==> src/sv/rcfa_ram.sv <==
module rcfa_ram #(
    parameter int WIDTH = 8,
    parameter int DEPTH = 32,
    parameter int AW    = 5
) (
    input  logic             i_clk,
    input  logic             i_we,
    input  logic [AW-1:0]    i_waddr,
    input  logic [WIDTH-1:0] i_wdata,
    input  logic [AW-1:0]    i_raddr,
    output logic [WIDTH-1:0] o_rdata
);

    logic [WIDTH-1:0] r_mem [DEPTH];
    logic [WIDTH-1:0] r_rdata;

    always_ff @(posedge i_clk) begin
        if (i_we) begin
            r_mem[i_waddr] <= i_wdata;
        end
        r_rdata <= r_mem[i_raddr];
    end

    assign o_rdata = r_rdata;

endmodule

==> config.mk <==
export PLATFORM = sky130hd
export DESIGN_NAME = rcfa_ram
export DESIGN_NICKNAME = d
export VERILOG_FILES = /design/src/sv/rcfa_ram.sv
export SDC_FILE = /design/constraint.sdc
export NUM_CORES = 1
export LEC_CHECK = 0
export BUFFER_PORTS_ARGS = -buffer_cell sky130_fd_sc_hd__buf_2
export CORE_MARGIN = 1
export CORE_UTILIZATION = 35
export CTS_CLUSTER_SIZE = 28
export DETAILED_ROUTE_END_ITERATION = 6
export PLACE_DENSITY_LB_ADDON = 0.12
export SLEW_MARGIN = 20
export SYNTH_ARGS = -nofsm -noshare
export SYNTH_HDL_FRONTEND = slang
export SYNTH_SLANG_ARGS = --single-unit
==> constraint.sdc <==
create_clock -name i_clk -period 3.5 [get_ports i_clk]
set_clock_uncertainty 0.2 [all_clocks]
set_input_delay 0.7 -clock i_clk [delete_from_list [all_inputs] [get_ports i_clk]]
set_output_delay 0.7 -clock i_clk [all_outputs]
set_load 0.02 [all_outputs]
; Word-level counts from Yosys, hierarchy flattened
; Memory sizes are Yosys's and may differ from the RTL's. A register that Yosys moved wholly into a read port is not among the register bits.
; Cells that the tools add are included.
[word_totals]
reg_bits = 0
ramBits = 256
input_bits = 20
output_inout_bits = 8
wordCells = 3
mem_count = 1
[classes]
n_mux = 2
[mem_list]
columns = name, depth, word_bits, read_ports, rd_clocked_by_memory_dff, write_ports, line_no
row1 = r_mem, 32, 8, 1, 1, 1, 14  ; logic [WIDTH-1:0] r_mem [DEPTH];
[op_table]
columns = cell, n
row1 = $mux W1, 2

; Longest topological paths before layout
[depth]
word_depth = 2
depth_mapped = 5
mapped_depth_nobuf = 3

; Worst setup path before layout
; Ideal clock, no wire load.
[synth_path]
kind = input to register
from = input i_raddr[2]
to = register r_rdata[0] (netlist: o_rdata[0]), read port of r_mem
arrival_time_ns = 2.382
t_required_ns = 3.179
path_slack_ns = 0.798
cell_stages = 5
cell_sequence = clkbuf_1 clkbuf_1 mux4_2 mux4_2 mux2_2
[synth_rtl]
columns = element, line_no
row1 = "start, declared", 10  ; input logic [AW-1:0] i_raddr,
row2 = "end, declared", 15  ; logic [WIDTH-1:0] r_rdata;

==> results.cfg <==
[worst_setup_path]
crit_cells = 5
crit_path_max_fanout = 28
start_kind = primary input
cp_cell_sequence = buf_4, buf_12, mux4_2, mux4_2, mux2_2
worstSetupPathType = in2reg
critical_path.top_delay_family = multiplexers
r2r_slack_ps = 1480
crit_top_cell = mux4_2
max_stage_delay_ps = 600
crit_arrival_ps = 2730
cp_data_required_time_ps = 3710
cp_num_buf_inv = 2
endpoint_kind = register
rr_worst_depth = 3
cp_slowest_cell = mux4_2

[cts]
post_cts_resized = 0
cts_buffer_depth = 3
cts_sinks = 264
numCtsBuffers = 27
cts_max_level = 1
cts.clk_slew.worst_paths_ps = 60
clk_latency_ps = 520
cts_hold_buf = 0
cts_root_buffer = clkbuf_16
cts_setup_buffers = 0
cts_tree = done

[detailed_routing]
wirelength_mm = 21.9
drc = 0
first_pass_iters = 7
viasPerCell = 5.07
via_count = 4489
wl_per_cell_um = 24.7
antenna_left = 0
drt_iter0_markers = 421

[logic_synthesis]
ys_warn_count = 0
syn-cell-area_sq_um = 10100
ys_seq_area_share_pct = 78.1
synth_seq_cells = 264
syn_avg_cell_area_sq_um = 24.1
synth_nets = 437
netlist_instances = 417
synth_cell_type_count = 15

[floorplan]
die_w_um = 171
fp.dieH_um = 171
die_area_sq_um = 29400
initial_core_util_pct = 35.9
io_pins = 28
placementRows = 61
core_sq_um = 28000

[place]
gp_congestion = 0.708
dp.cells = 838
port_buffers = 27
post_dp_cell_area_sq_um = 10900
pre_cts_slack_ps = 410
dp_hpwl_mm = 13.7

[final_layout]
final_layout_size_suffix_gt1_share_pct = 37.0
n_antenna_cell = 0
num-nets-final = 509
final_cell_count_no_fill = 886
utilization_pct = 41.6
layout_common_cells = edfxtp_1 (256), mux4_2 (80), nor2_1 (33), buf_4 (33), clkbuf_16 (27)
area_growth_pct = 15.8
final_cell_area_sq_um = 11600
layout_commonest_cell = edfxtp_1
nFillCells = 2451

[min_path]
worstHoldPathCells = 2
hold_path.class = in2reg

[timing]
finalCriticalPeriod_ps = 2520
rsz0062_at_grt = no
hold_viol = 0
setup_tns_ps = 0
clock.fmax_mhz = 397
slew_headroom_pct = 47.8
worst_pin_slew_ps = 780
final-setup-viol-count = 0
drv_slew = 0
period_share_pct = 72.0
timing.final.ws_setup_ps = 981

[power_and_ir_drop]
ir_drop_uv = 322
pwr-share-clk_pct = 39.3
intPower_mw = 5.06
power_frac_comb_pct = 5.6
p_leak_nw = 3.66
p_sw_share_pct = 21.0
seqPwrFrac_pct = 55.1
power.switching_mw = 1.35
power.density_nw_per_um2 = 550

[global_route]
overflow = 0
first_global_vias = 4616
grt_pass1_wl_mm = 32.5
antenna_found_initial = 0
track_usage_pct = 15.6
grt_max_degree = 33

[flow_run]
cap_violations = 0

[run_status]
run_status = finished clean
final cells by class:
| type | instances | area [sq um] | area share (%) |
|---|---|---|---|
| well taps | 378 | 473 | 4.06 |
| multi-input cells | 133 | 2100 | 18.0 |
| flip-flops and latches | 264 | 7850 | 67.4 |
| clock buffers | 30 | 687 | 5.90 |
| repair buffers | 63 | 458 | 3.93 |
| clock inverters | 18 | 78.8 | 0.677 |
power by group through the flow:
| stage | sequential [mW] | combinational (mW) | clock, mW |
|---|---|---|---|
| after floorplan | 3.61 | 0.187 | 0 |
| after global placement | 3.60 | 0.361 | 0 |
| after detailed placement | 3.60 | 0.368 | 0 |
| after CTS | 3.53 | 0.369 | 2.58 |
| after global routing | 3.53 | 0.386 | 2.69 |
| final | 3.53 | 0.359 | 2.52 |
metrics by stage:
stage	hold slack [ps]	total power, mW
after global routing	429	6.60
final	429	6.41
after global placement	696	3.96
after detailed placement	714	3.96
after floorplan	599	3.79
after CTS	418	6.48
cell usage after synthesis, drive strengths merged:
library cell | count | area (sq um)
edfxtp | 256 | 7690
nor2 | 33 | 124
nand3b | 5 | 37.5
or3 | 1 | 6.26
nand3 | 2 | 10.0
buf | 14 | 83.8
clkbuf | 6 | 22.5
mux4 | 80 | 1800
dfxtp | 8 | 160
mux2 | 8 | 90.1
nand2 | 1 | 3.75
or3b | 3 | 26.3
worst paths after layout:
check / start / to
setup / recovery: i_raddr[0] / o_rdata[6]$_DFF_P_
hold / removal: i_raddr[3] / o_rdata[5]$_DFF_P_
setup reg to reg: r_mem[31][7]$_DFFE_PP_ / o_rdata[7]$_DFF_P_
hold reg to reg: r_mem[13][2]$_DFFE_PP_ / o_rdata[2]$_DFF_P_
registers in the layout (all words and copies together) (netlist names):
signal   flops
r_mem      256
o_rdata      8
logic make-up after synthesis:
| family | synth area share, % |
|---|---|
| buffers and inverters | 1.06 |
| multiplexers | 18.8 |
| AND/OR/NAND/NOR | 2.07 |
| flip-flops | 78.1 |
routing by layer:
metal | up-vias | global-route usage, % | wire (um)
li1 | 1914 | - | -
met1 | 2439 | 25.1 | 11000
met2 | 106 | 22.2 | 9490
met3 | 30 | 2.28 | 1060
met4 | 0 | 3.84 | 378
met5 | - | 0 | 0
No activity file was read; power rests on OpenSTA's default activity.
